--- src/twd_pkg.sv ---
// ----------------------------------------------------------------------------
// twd_pkg
// Shared types and constants of the tile window decomposer: request and
// result payloads, crop margin group, status codes and register indexes.
// ----------------------------------------------------------------------------
package twd_pkg;

  localparam int unsigned IN_W      = 32;
  localparam int unsigned OUT_IDX_W = 32;
  localparam int unsigned TSIZE_W   = 13;
  localparam int unsigned CROP_W    = 12;
  localparam int unsigned LIM_W     = 4;
  localparam int unsigned CFG_IDX_W = 2;
  localparam int unsigned DIV_BPS   = 4;

  localparam logic [TSIZE_W-1:0] TILE_MAX  = 13'd4096;
  localparam logic [TSIZE_W-1:0] TILE_RST  = 13'd256;

  localparam logic [CFG_IDX_W-1:0] REG_TILE_WIDTH  = 2'd0;
  localparam logic [CFG_IDX_W-1:0] REG_TILE_HEIGHT = 2'd1;
  localparam logic [CFG_IDX_W-1:0] REG_MAX_TILES_X = 2'd2;
  localparam logic [CFG_IDX_W-1:0] REG_MAX_TILES_Y = 2'd3;

  typedef enum logic [1:0] {
    ST_OK       = 2'd0,
    ST_EMPTY    = 2'd1,
    ST_TOO_MANY = 2'd2
  } status_e;

  typedef struct packed {
    logic signed [IN_W-1:0] win_xmin;
    logic signed [IN_W-1:0] win_ymin;
    logic signed [IN_W-1:0] win_xmax;
    logic signed [IN_W-1:0] win_ymax;
  } twd_req_t;

  typedef struct packed {
    logic [CROP_W-1:0] left;
    logic [CROP_W-1:0] top;
    logic [CROP_W-1:0] right;
    logic [CROP_W-1:0] bottom;
  } twd_crop_t;

  typedef struct packed {
    status_e                     status;
    logic signed [OUT_IDX_W-1:0] tile_col;
    logic signed [OUT_IDX_W-1:0] tile_row;
    logic [CROP_W-1:0]           crop_left;
    logic [CROP_W-1:0]           crop_top;
    logic [CROP_W-1:0]           crop_right;
    logic [CROP_W-1:0]           crop_bottom;
    logic                        last;
  } twd_res_t;

endpackage

--- src/twd_div_lane.sv ---
// ----------------------------------------------------------------------------
// twd_div_lane
// Pipelined restoring divider: unsigned dividend by a 13-bit tile size,
// DIV_BPS quotient bits per stage, all stages advance together on adv_i.
// ----------------------------------------------------------------------------
module twd_div_lane #(
  parameter int unsigned CW = 32
) (
  input  logic                         clk_i,
  input  logic                         adv_i,
  input  logic [CW-1:0]                dvd_i,
  input  logic [twd_pkg::TSIZE_W-1:0]  dvs_i,
  output logic [CW-1:0]                quo_o,
  output logic [twd_pkg::CROP_W-1:0]   rem_o
);
  import twd_pkg::*;

  localparam int unsigned NS = (CW + DIV_BPS - 1) / DIV_BPS;
  localparam int unsigned DW = NS * DIV_BPS;
  localparam int unsigned RW = CROP_W;

  logic [DW-1:0] dvd_in [NS];
  logic [DW-1:0] quo_in [NS];
  logic [RW-1:0] rem_in [NS];
  logic [DW-1:0] dvd_d  [NS];
  logic [DW-1:0] quo_d  [NS];
  logic [RW-1:0] rem_d  [NS];
  logic [DW-1:0] dvd_q  [NS];
  logic [DW-1:0] quo_q  [NS];
  logic [RW-1:0] rem_q  [NS];

  for (genvar k = 0; k < NS; k++) begin : g_stage
    if (k == 0) begin : g_first
      assign dvd_in[k] = DW'(dvd_i);
      assign quo_in[k] = '0;
      assign rem_in[k] = '0;
    end else begin : g_next
      assign dvd_in[k] = dvd_q[k-1];
      assign quo_in[k] = quo_q[k-1];
      assign rem_in[k] = rem_q[k-1];
    end

    always_comb begin : p_step
      logic [DW-1:0] dd;
      logic [DW-1:0] qq;
      logic [RW-1:0] rr;
      logic [RW:0]   t;
      logic [RW:0]   s;
      dd = dvd_in[k];
      qq = quo_in[k];
      rr = rem_in[k];
      for (int b = 0; b < DIV_BPS; b++) begin
        // bring down the next dividend bit, msb first
        t  = {rr, dd[DW-1]};
        dd = dd << 1;
        s  = t - dvs_i;
        if (t >= dvs_i) begin
          rr = s[RW-1:0];
          qq = {qq[DW-2:0], 1'b1};
        end else begin
          rr = t[RW-1:0];
          qq = {qq[DW-2:0], 1'b0};
        end
      end
      dvd_d[k] = dd;
      quo_d[k] = qq;
      rem_d[k] = rr;
    end

    always_ff @(posedge clk_i) begin
      if (adv_i) begin
        dvd_q[k] <= dvd_d[k];
        quo_q[k] <= quo_d[k];
        rem_q[k] <= rem_d[k];
      end
    end
  end

  assign quo_o = quo_q[NS-1][CW-1:0];
  assign rem_o = rem_q[NS-1];

endmodule

--- config.mk ---
export PLATFORM = sky130hd
export DESIGN_NAME = twd_div_lane
export DESIGN_NICKNAME = d
export VERILOG_FILES = /design/src/twd_pkg.sv /design/src/twd_div_lane.sv
export SDC_FILE = /design/constraint.sdc
export NUM_CORES = 1
export LEC_CHECK = 0
export ABC_AREA = 1
export BUFFER_PORTS_ARGS = -buffer_cell sky130_fd_sc_hd__buf_2
export CORE_MARGIN = 1.5
export CORE_UTILIZATION = 60
export CTS_CLUSTER_SIZE = 10
export DETAILED_ROUTE_END_ITERATION = 12
export PLACE_DENSITY = 0.88
export SLEW_MARGIN = 5
export SYNTH_ARGS = -nofsm -noshare
export SYNTH_HDL_FRONTEND = slang
export SYNTH_SLANG_ARGS = --single-unit
--- constraint.sdc ---
create_clock -name clk_i -period 20 [get_ports clk_i]
set_input_delay 2 -clock clk_i [delete_from_list [all_inputs] [get_ports clk_i]]
set_output_delay 2 -clock clk_i [all_outputs]
set_load 0.02 [all_outputs]
==> impl_metrics.toml <==
[run_status]
outcome = "finished, final reports clean"

[setup_path]
critPathMostFrequentCell = "nand2_1"
crit_path_top_delay_cell = "nor2_1"
cp.arrival_ns = 11.33
path_max_fanout = 34
endpoint_kind = "flip-flop"
crit_required_ns = 20.32
critPathLaunchType = "input port"
critPathKind = "in2reg"
critPathMaxStageDelay_ns = 0.65

[floorplanning]
fp.dieW_um = 247.1
die-area_um2 = 61050
num_rows = 89
pin_count = 91
start_util = 0.6068
chipHeight_um = 247.1
core_um2 = 58910

[synth]
synthTopCellsByArea = "edfxtp_1 (30%), nand2_1 (16%), ha_1 (14%), nand3_1 (7.1%), inv_1 (6.6%)"
ys_seq_area_frac = 0.2957
syn_avg_cell_area_um2 = 7.330
synth.largest_area_cell = "edfxtp_1"
syn-cell-area_um2 = 35750
syn_inst = 4877
synth_cell_types = 55
synth_fp_nets = 5360
synth.top_cell.area_share = 0.2957
yosys_warnings = 0
ys_seq_elements = 352

[timing]
fin_skew_ns = 0.03280
worstMarginPinSlew_ns = 0.9822
period_share = 0.5503
clock.fmax_mhz = 90.86
setup-tns-final_ns = 0
final-setup-viol-count = 0
rsz0062_at_grt = "false"
layout_min_cycle_time_ns = 11.01
hold_violations = 0
slew_headroom = 0.3452
maxSlewViolCount = 0

[cells_and_area]
final_common_cell = "nand2_1"
stdcell_area_um2 = 38160
multiInputGateArea_um2 = 22290
layout_common_cells = "nand2_1 (1494), inv_1 (619), nand3_1 (507)"
layout.area.seq_um2 = 10570
num_antenna_cells = 0
layout-drive-gt1-share = 0.05973
final.fill_count = 4993
syn_to_final_growth_pct = 6.738
finalNetCount = 5438

[clock_network]
post_cts_buffers = 0
root_buffer = "clkbuf_16"
insertion_delay_ns = 0.60
cts_tree = "built"
cts_sinks = 352
clockBufferDepth = 3
cts_hold_buf = 0
numCtsBuffers = 44
ctsResizeCount = 0
cts_max_level = 2
clkSlewWorstSetupHoldPaths_ns = 0.07

[route]
post_drt_wl_per_cell_um = 15.94
avgViaCountPerCell = 5.698
drc_errors = 0
ant_nets = 0
via_count = 32735
dr.pass1.iters = 6
drt_iter0_drc = 2903
drt_wl_total_um = 91560

[global_routing]
grt-ovfl-total = 0
grt_util_all_layers = 0.2993
grt_pass1_wl_um = 148800
grt_max_degree = 82
antenna_found_initial = 1
grt_pass1_vias = 30608

[run]
maxCapViolations = 0

[hold_path]
hp-class = "reg2reg"

[placed_design]
port_buffers = 90
gp_congestion = 0.9572
dpl.hpwl_um = 68450
place_area_um2 = 36850
-- registers in the layout (all words and copies together), names as in the netlist --
| name | cells |
|---|---|
| quo_q | 144 |
| rem_q | 96 |
| dvd_q | 112 |
-- synth_stat cells (all sizes together) --
| library cell | count |
|---|---|
| nand4 | 85 |
| buf | 78 |
| o21ai | 127 |
| a21oi | 295 |
| o31ai | 1 |
| o21bai | 12 |
| ha | 405 |
| clkbuf | 1 |
| inv | 638 |
| nor3b | 5 |
| and2 | 100 |
| fa | 31 |
| nand2 | 1515 |
| nand3 | 540 |
| a21boi | 32 |
| and3 | 1 |
| a31oi | 16 |
| a21o | 34 |
| o21a | 13 |
| nor3 | 17 |
| clkinv | 1 |
| o2111ai | 2 |
| o211ai | 4 |
| or2 | 27 |
| nor4 | 8 |
| nor2 | 266 |
| nand3b | 53 |
| xor2 | 119 |
| xnor2 | 99 |
| edfxtp | 352 |
-- path summary, 6_finish.rpt --
kind | slack, ns | from | end | depth (start not counted)
min | 0.41 | quo_q[0][106]$_DFFE_PP_ | quo_q[1][14]$_DFFE_PP_ | 0
max reg2reg | 11.20 | rem_q[0][29]$_DFFE_PP_ | rem_q[0][45]$_DFFE_PP_ | 39
max | 8.99 | dvs_i[1] | rem_q[1][9]$_DFFE_PP_ | 41
min reg2reg | 0.41 | quo_q[0][106]$_DFFE_PP_ | quo_q[1][14]$_DFFE_PP_ | 0
-- critical path: cells and delay by family --
family	cells	cell delay, ns
adders and majority gates	4	1.32
buffers and inverters	9	2.47
AOI/OAI and AO/OA	6	0.92
and+or+nand+nor	22	4.53
-- layer usage --
metal  share of wire  track usage  wire length, um  vias to the layer above
li1                -            -                -                    16380
met1            0.43       0.3869            39140                    14846
met2            0.46       0.5035            42120                     1217
met3           0.068      0.03864             6223                      290
met4           0.044       0.1250             4060                        2
met5         0.00019            0               17                        -
-- cell families (layout without fill, tap and decap cells) --
| group | after synthesis | in the layout | share of synthesized area |
|---|---|---|---|
| flip-flops | 352 | 352 | 0.2957 |
| AO/OA/AOI/OAI | 536 | 536 | 0.08470 |
| AND/OR/NAND/NOR | 2617 | 2617 | 0.3263 |
| adder cells (fa/ha/maj) | 436 | 436 | 0.1591 |
| XOR/XNOR | 218 | 218 | 0.05341 |
| buffers and inverters | 718 | 813 | 0.08075 |
-- final cells by class --
cell class / count / share of cell area
Multi-Input combinational cell: 3807 / 0.5842
Clock inverter: 15 / 0.004525
Inverter: 639 / 0.06290
Sequential cell: 352 / 0.2770
Timing Repair Buffer: 111 / 0.01620
Clock buffer: 48 / 0.02981
Tap cell: 773 / 0.02535
-- through the flow --
stage,hold WS (ns),utilization,std cells,setup WS (ns)
2_1_floorplan,0.4003,-,4877,11.20
3_3_place_gp,0.4003,0.6255,5682,8.720
3_5_place_dp,0.4045,0.6255,5682,8.492
4_1_cts,0.4077,0.6477,5745,9.090
5_1_grt,0.4189,0.6477,5745,8.158
6_report,0.4108,0.6477,5745,8.994
Power is not shown: default switching activity piles up to over one toggle a cycle in this logic, so the estimate is an artifact.
