## src/twd_pkg.sv

```systemverilog
// ----------------------------------------------------------------------------
// twd_pkg
// Shared types and constants of the tile window decomposer: request and
// result payloads, crop margin group, status codes and register indexes.
// ----------------------------------------------------------------------------
package twd_pkg;

  localparam int unsigned IN_W      = 32;
  localparam int unsigned OUT_IDX_W = 32;
  localparam int unsigned TSIZE_W   = 13;
  localparam int unsigned CROP_W    = 12;
  localparam int unsigned LIM_W     = 4;
  localparam int unsigned CFG_IDX_W = 2;
  localparam int unsigned DIV_BPS   = 4;

  localparam logic [TSIZE_W-1:0] TILE_MAX  = 13'd4096;
  localparam logic [TSIZE_W-1:0] TILE_RST  = 13'd256;

  localparam logic [CFG_IDX_W-1:0] REG_TILE_WIDTH  = 2'd0;
  localparam logic [CFG_IDX_W-1:0] REG_TILE_HEIGHT = 2'd1;
  localparam logic [CFG_IDX_W-1:0] REG_MAX_TILES_X = 2'd2;
  localparam logic [CFG_IDX_W-1:0] REG_MAX_TILES_Y = 2'd3;

  typedef enum logic [1:0] {
    ST_OK       = 2'd0,
    ST_EMPTY    = 2'd1,
    ST_TOO_MANY = 2'd2
  } status_e;

  typedef struct packed {
    logic signed [IN_W-1:0] win_xmin;
    logic signed [IN_W-1:0] win_ymin;
    logic signed [IN_W-1:0] win_xmax;
    logic signed [IN_W-1:0] win_ymax;
  } twd_req_t;

  typedef struct packed {
    logic [CROP_W-1:0] left;
    logic [CROP_W-1:0] top;
    logic [CROP_W-1:0] right;
    logic [CROP_W-1:0] bottom;
  } twd_crop_t;

  typedef struct packed {
    status_e                     status;
    logic signed [OUT_IDX_W-1:0] tile_col;
    logic signed [OUT_IDX_W-1:0] tile_row;
    logic [CROP_W-1:0]           crop_left;
    logic [CROP_W-1:0]           crop_top;
    logic [CROP_W-1:0]           crop_right;
    logic [CROP_W-1:0]           crop_bottom;
    logic                        last;
  } twd_res_t;

endpackage

```

## src/twd_emit.sv

```systemverilog
// ----------------------------------------------------------------------------
// twd_emit
// Tile walker: takes one classified window and sends its results row by
// row through the output register, one per clock.
// ----------------------------------------------------------------------------
module twd_emit #(
  parameter int unsigned QW = 33,
  parameter int unsigned IW = 3
) (
  input  logic                     clk_i,
  input  logic                     rst_ni,
  input  logic                     ld_i,
  input  twd_pkg::status_e         st_i,
  input  logic signed [QW-1:0]     col0_i,
  input  logic signed [QW-1:0]     row0_i,
  input  logic [IW-1:0]            xl_i,
  input  logic [IW-1:0]            yl_i,
  input  twd_pkg::twd_crop_t       crop_i,
  output logic                     take_o,
  output logic                     res_valid_o,
  output twd_pkg::twd_res_t        res_o
);
  import twd_pkg::*;

  localparam int unsigned SW = (QW > OUT_IDX_W) ? QW : OUT_IDX_W;

  logic                 act_d, act_q;
  logic [IW-1:0]        x_d, x_q;
  logic [IW-1:0]        y_d, y_q;
  status_e              st_q;
  logic signed [QW-1:0] col0_q, row0_q;
  logic [IW-1:0]        xl_q, yl_q;
  twd_crop_t            crop_q;
  logic                 res_v_q;
  twd_res_t             res_d, res_q;
  logic                 last_now;
  logic [SW-1:0]        col_w, row_w;

  assign last_now = (x_q == xl_q) && (y_q == yl_q);
  assign take_o   = !act_q || last_now;

  assign col_w = SW'(col0_q) + SW'(x_q);
  assign row_w = SW'(row0_q) + SW'(y_q);

  always_comb begin
    res_d.status      = st_q;
    res_d.tile_col    = col_w[OUT_IDX_W-1:0];
    res_d.tile_row    = row_w[OUT_IDX_W-1:0];
    res_d.crop_left   = (x_q == '0)   ? crop_q.left   : '0;
    res_d.crop_top    = (y_q == '0)   ? crop_q.top    : '0;
    res_d.crop_right  = (x_q == xl_q) ? crop_q.right  : '0;
    res_d.crop_bottom = (y_q == yl_q) ? crop_q.bottom : '0;
    res_d.last        = last_now;
  end

  always_comb begin
    act_d = act_q;
    x_d   = x_q;
    y_d   = y_q;
    if (act_q && !last_now) begin
      if (x_q == xl_q) begin
        x_d = '0;
        y_d = y_q + 1'b1;
      end else begin
        x_d = x_q + 1'b1;
      end
    end else begin
      act_d = ld_i;
      x_d   = '0;
      y_d   = '0;
    end
  end

  always_ff @(posedge clk_i or negedge rst_ni) begin
    if (!rst_ni) begin
      act_q   <= 1'b0;
      x_q     <= '0;
      y_q     <= '0;
      res_v_q <= 1'b0;
    end else begin
      act_q   <= act_d;
      x_q     <= x_d;
      y_q     <= y_d;
      res_v_q <= act_q;
    end
  end

  always_ff @(posedge clk_i) begin
    if (ld_i) begin
      st_q   <= st_i;
      col0_q <= col0_i;
      row0_q <= row0_i;
      xl_q   <= xl_i;
      yl_q   <= yl_i;
      crop_q <= crop_i;
    end
    if (act_q) begin
      res_q <= res_d;
    end
  end

  assign res_valid_o = res_v_q;
  assign res_o       = res_q;

  a_err_is_last: assert property (@(posedge clk_i) disable iff (!rst_ni)
    res_valid_o && res_o.status != ST_OK |-> res_o.last)
    else $error("error result without last");

  a_ld_when_free: assert property (@(posedge clk_i) disable iff (!rst_ni)
    ld_i |-> take_o)
    else $error("window loaded while walker busy");

  a_walk_bound: assert property (@(posedge clk_i) disable iff (!rst_ni)
    act_q |-> (x_q <= xl_q && y_q <= yl_q))
    else $error("tile walk past last tile");

  a_ld_restart: assert property (@(posedge clk_i) disable iff (!rst_ni)
    ld_i |=> act_q && x_q == '0 && y_q == '0)
    else $error("walk did not restart at first tile");

endmodule

```

## config.mk

```make
export PLATFORM = sky130hd
export DESIGN_NAME = twd_emit
export DESIGN_NICKNAME = d
export VERILOG_FILES = /design/src/twd_pkg.sv /design/src/twd_emit.sv
export SDC_FILE = /design/constraint.sdc
export NUM_CORES = 1
export LEC_CHECK = 0
export ABC_AREA = 1
export ABC_CLOCK_PERIOD_IN_PS = 3800
export BUFFER_PORTS_ARGS = -buffer_cell sky130_fd_sc_hd__buf_2
export CORE_UTILIZATION = 25
export CTS_CLUSTER_DIAMETER = 120
export CTS_CLUSTER_SIZE = 28
export DETAILED_ROUTE_END_ITERATION = 10
export PLACE_DENSITY_LB_ADDON = 0.05
export SYNTH_ARGS = -nofsm -noshare
export SYNTH_HDL_FRONTEND = slang
export SYNTH_SLANG_ARGS = --single-unit
```

## constraint.sdc

```tcl
create_clock -name clk_i -period 3.8 [get_ports clk_i]
set_clock_uncertainty 0.15 [all_clocks]
set_input_delay 0.95 -clock clk_i [delete_from_list [all_inputs] [get_ports clk_i]]
set_output_delay 0.95 -clock clk_i [all_outputs]
set_load 0.005 [all_outputs]
```

==> results of run 1 <==
==> final timing paths <==
kind	startpoint	end	slack [ps]	cells after the start
max	x_q[1]	take_o	720	4
min	rst_ni	y_q[2]	140	1
max reg2reg	x_q[0]	res_o[95]	1640	7
min reg2reg	st_q[1]	res_o[114]	280	0
max in group asynchronous	rst_ni	act_q	3140	1
min in group clk_i	st_q[1]	res_o[114]	280	0
==> power breakdown <==
part / internal, mW / switching [mW] / leakage (nW) / total, mW
registers: 3.44 / 0.195 / 2.55 / 3.64
logic: 0.436 / 0.646 / 2.47 / 1.08
clock network: 0.662 / 0.921 / 0.184 / 1.58
==> placed cells by master (no fill, tap or decap), types with 3 or more instances in the layout <==
cell and count:
nand3_1 14, nand3b_1 27, nand2_2 4, nand2_1 206
o21ai_0 3, edfxtp_1 235, dfrtp_1 7, xor2_1 19
nor2_1 123, nand4_1 6, buf_2 238, clkbuf_16 13
buf_4 3, inv_1 85, nor2_4 9, ha_1 10
clkbuf_1 3, xnor2_1 16, nor2_2 7
==> Yosys cell counts (all sizes together) <==
library cell / number
dfrtp: 8
edfxtp: 235
or2: 1
buf: 2
nand4: 6
ha: 10
clkbuf: 2
a21boi: 1
xnor2: 16
inv: 85
nor2: 139
nand3: 16
a21oi: 1
nand2: 210
xor2: 19
nand3b: 27
nor3: 1
fa: 2
o21ai: 5
==> cells by family (layout without fill, tap and decap cells) <==
| logic type | after synthesis | count (layout) | share of synthesized area (%) |
|---|---|---|---|
| compound gates | 7 | 7 | 0.457 |
| xor+xnor | 35 | 35 | 3.11 |
| fa+ha+maj | 12 | 12 | 1.67 |
| buf+inv | 89 | 348 | 3.41 |
| flops | 243 | 243 | 73.6 |
| other cells | 0 | 2 | 0 |
| simple gates | 400 | 400 | 17.8 |
==> routing by layer <==
layer | part of all wire, % | GRT usage, %
met2 | 47 | 20.1
met5 | 0.13 | 0
met3 | 5.8 | 3.43
met4 | 1.4 | 2.15
met1 | 46 | 15.8
==> through the flow <==
| stage | setup WS [ps] | total power, mW |
|---|---|---|
| detailed placement | 1160 | 4.84 |
| global route | 464 | 6.68 |
| floorplan | 804 | 4.20 |
| finish | 720 | 6.30 |
| CTS | 590 | 6.46 |
| global placement | 1180 | 4.84 |
==> cell type report <==
| class | count | area, um2 |
|---|---|---|
| Fill cell | 4006 | 26700 |
| Clock inverter | 3 | 47.5 |
| Timing Repair Buffer | 244 | 1260 |
| Tap cell | 518 | 648 |
| Clock buffer | 16 | 337 |
| Sequential cell | 243 | 7260 |
| Inverter | 85 | 319 |
| Antenna cell | 2 | 5.00 |
| Multi-Input combinational cell | 454 | 2270 |
==> worst max-delay path, cell delays in order (launching register included) <==
cell and delay [ps]:
dfrtp_1 480, xnor2_1 260, nand3_2 340, o21ai_1 260, buf_2 160
==> sequential cells by signal (all words and copies together), names as in the netlist <==
| register | flops |
|---|---|
| res_valid_o | 1 |
| x_q | 3 |
| col0_q | 32 |
| st_q | 2 |
| xl_q | 3 |
| yl_q | 3 |
| crop_q | 48 |
| res_o | 115 |
| row0_q | 32 |
| act_q | 1 |
| y_q | 3 |
==> flow_summary.toml, run 1 <==
[clock_network]
clock_sinks = 243
post-cts-setup-buffers = 0
cts_made_buffers = 13
cts-resized-gates = 0
clk_latency_ps = 500
clock_path_buffers = 3
root_buffer = "clkbuf_16"
cts_hold_buf = 0
cts_tree = "built"
cts_max_level = 1
clk_pin_slew_ps = 110

[grt]
grt_max_degree = 71
grt_first_pass_wirelength_um = 37100
grtUsageTotal_pct = 12.1
grt_pass1_vias = 6217
gr-total-overflow = 0
antenna_found_initial = 2

[yosys]
postSynthAreaPerCell_um2 = 12.6
synth_area_um2 = 9860
ys_types = 25
yosysWarningCount = 0
synth_seq_area_share_pct = 73.6
yosysTopAreaCell = "edfxtp_1"
netlist_top_cells_area = "edfxtp_1, nand2_1, nor2_1, inv_1, nand3b_1"
synth_cells = 786
ys_seq_elements = 243
synth_top_area_share_pct = 71.5
syn_nets = 923

[placement]
io_buffers = 239
dp_cells = 1544
dpl_cell_area_um2 = 11800
place_hpwl_um = 17700
gp_congestion = 0.769

[setup_path]
critPathKind = "reg -> out"
critPathLaunchType = "flop"
cp-end-kind = "output port"
worstPathMaxFanout = 15
required_ps = 2700
cp_data_arrival_time_ps = 1980

[timing]
finalHoldViolCount = 0
slew_headroom_pct = 29.9
period_share_pct = 81.1
finalSetupTns_ps = 0
hold_ws_ps = 143
period_needed_ps = 3080
setup_viol_count_final = 0
fmax_ghz = 0.325
slew_violations = 0
rsz0062_at_grt = "false"
worst_pin_slew_ps = 1050

[route]
vias_per_cell = 3.92
wl_per_cell_um = 15.7
drcViolationCount = 0
ant_nets = 0
vias = 6138
drt_wl_total_um = 24500
first_iter_violations = 248
first_pass_iters = 4

[finish]
finalInstanceArea_um2 = 12200
nNetsFinal = 1178
final-instance-count-excl-fill = 1565
fin_util_pct = 31.3
drive_above_1_share_pct = 27.4
area_delta_synth_final_pct = 23.2

[die]
die_x_um = 201
pin_count = 242
die_y_um = 201
coreArea_um2 = 38800
rows = 72
die_area_um2 = 40300
initial_core_util_pct = 25.4

[pwr]
powerDensity_nw_per_um2 = 519
leakage_nw = 5.20
ir_drop_mv = 0.448

[run_status]
outcome = "finished clean"

[run]
max-cap-violations = 0

[worst_hold_path]
hold_path_class = "in -> async"
Power figures use the tool's default switching activity.
==> run 2, diff against run 1 <==
--- a/config.mk
+++ b/config.mk
@@ -6,7 +6,7 @@
 export NUM_CORES = 1
 export LEC_CHECK = 0
 export ABC_AREA = 1
-export ABC_CLOCK_PERIOD_IN_PS = 3800
+export ABC_CLOCK_PERIOD_IN_PS = 2700
 export BUFFER_PORTS_ARGS = -buffer_cell sky130_fd_sc_hd__buf_2
 export CORE_UTILIZATION = 25
 export CTS_CLUSTER_DIAMETER = 120
==> constraint.sdc (replaced) <==
create_clock -name clk_i -period 2.7 [get_ports clk_i]
set_clock_uncertainty 0.15 [all_clocks]
set_input_delay 0.675 -clock clk_i [delete_from_list [all_inputs] [get_ports clk_i]]
set_output_delay 0.675 -clock clk_i [all_outputs]
set_load 0.005 [all_outputs]
==> run 2 against run 1 <==
  * First-iteration DRC count rose by 17%
  * Combinational power rose by 44%
  * Final cell count rose by 0.38%
  * Wire length rose by 1.6%
  * Utilization rose by 0.084 points
  * Design area rose by 0.27%
  * Global-route usage rose by 0.20 points
  * Die area did not move
  * Critical path type unchanged
  * Largest cell class unchanged
==> flow_summary.toml, run 2 (synthesis results as in run 1) <==
[timing]
finalHoldViolCount = 0
worst_pin_slew_ps = 663
fmax_ghz = 0.399
rsz0062_at_grt = "false"
slew_headroom_pct = 55.8
period_share_pct = 92.9
setup_viol_count_final = 0
period_needed_ps = 2510
slew_violations = 0
finalSetupTns_ps = 0
hold_ws_ps = 199

[finish]
mostFrequentLayoutCells = "buf_2, edfxtp_1, nand2_1"
finalInstanceArea_um2 = 12200
drive_above_1_share_pct = 27.6
nNetsFinal = 1184
final_common_cell = "buf_2"
area_delta_synth_final_pct = 23.5
largest_register_ffs = 115
final-instance-count-excl-fill = 1571

[run_status]
outcome = "finished clean"

[grt]
gr-total-overflow = 0
antenna_found_initial = 3
grt_pass1_vias = 6370
grtUsageTotal_pct = 12.3
grt_first_pass_wirelength_um = 37900
grt_max_degree = 47

[route]
vias = 6195
ant_nets = 0
first_pass_iters = 5
drt_wl_total_um = 24900
drcViolationCount = 0
first_iter_violations = 291
wl_per_cell_um = 15.9
vias_per_cell = 3.94

[clock_network]
clk_pin_slew_ps = 110
cts_max_level = 1
root_buffer = "clkbuf_16"
cts-resized-gates = 0
cts_made_buffers = 12
clk_latency_ps = 490
cts_tree = "built"
clock_path_buffers = 3
clock_sinks = 243
post-cts-setup-buffers = 0

[die]
pin_count = 242
die_area_um2 = 40300
initial_core_util_pct = 25.4
die_y_um = 201
coreArea_um2 = 38800
die_x_um = 201
rows = 72

[pwr]
powerDensity_nw_per_um2 = 721
leakage_nw = 5.23
ir_drop_mv = 0.321

[placement]
gp_congestion = 0.783
dp_cells = 1550
io_buffers = 239
dpl_cell_area_um2 = 11800
place_hpwl_um = 18200

[setup_path]
worstRegToRegCells = 7
required_ps = 1880
worstPathMaxFanout = 5
critPathLaunchType = "flop"
cp_data_arrival_time_ps = 1680
cp-end-kind = "output port"
critPathKind = "reg -> out"

[run]
max-cap-violations = 0

[worst_hold_path]
hold_path_class = "in -> reg"
holdPathStages = 1
==> run 2: cell types whose count changed in the layout (fill, tap and decap cells not counted), sizes merged <==
| cell | delta |
|---|---|
| buf | +6 |
| clkinv | -1 |
| clkbuf | +1 |
| inv | -1 |
| dlygate4sd3 | +1 |
==> run 2: what timing repair did <==
item / in CTS / in global routing
setup endpoints to repair: 0 / 0
endpoints found under the hold margin: 8 / 0
hold buffers: 1 / 0
==> run 2: path summary, 6_finish.rpt <==
check | start | endpoint | slack, ps
setup / recovery | x_q[1] | take_o | 190
hold reg to reg | st_q[0] | res_o[113] | 290
min in group asynchronous | rst_ni | y_q[1] | 430
hold / removal | yl_i[1] | yl_q[1] | 200
max in group asynchronous | rst_ni | act_q | 1760
setup reg to reg | x_q[0] | res_o[95] | 540
==> run 2: critical path, stage by stage, from the launching register on <==
cell	delay, ps
dfrtp_1	480
xnor2_1	260
nand3_2	130
o21ai_1	160
buf_2	160
==> run 2: cell type report <==
class,count,area [um2]
repair buffers,251,1330
clock buffers,17,340
fillers,3987,26600
flip-flops and latches,243,7260
well taps,518,648
multi-input cells,454,2270
diodes,2,5.00
inverters,85,319
clock inverters,1,8.76
==> run 2: power breakdown <==
group	leakage, nW	internal, mW	total [mW]	switching (mW)
Combinational	2.50	0.628	1.55	0.920
Clock	0.169	0.901	2.11	1.21
Sequential	2.55	4.85	5.13	0.282
Total	5.23	6.37	8.79	2.41
==> run 2: through the flow <==
step / power (mW) / util [%] / setup WS, ps
finish: 8.79 / 31.4 / 191
detailed placement: 6.83 / 30.4 / 521
global placement: 6.83 / 30.4 / 545
global route: 9.32 / 31.4 / 36.1
CTS: 9.01 / 31.4 / 126
floorplan: 5.91 / - / 485
==> run 2: metal layers <==
| layer | global-route usage [%] | vias up | routed length (um) |
|---|---|---|---|
| met2 | 20.8 | 146 | 11800 |
| met1 | 16.2 | 2912 | 11400 |
| met3 | 2.68 | 18 | 1310 |
| met4 | 2.51 | 2 | 316 |
| met5 | 0 | - | 10 |
| li1 | - | 3117 | - |
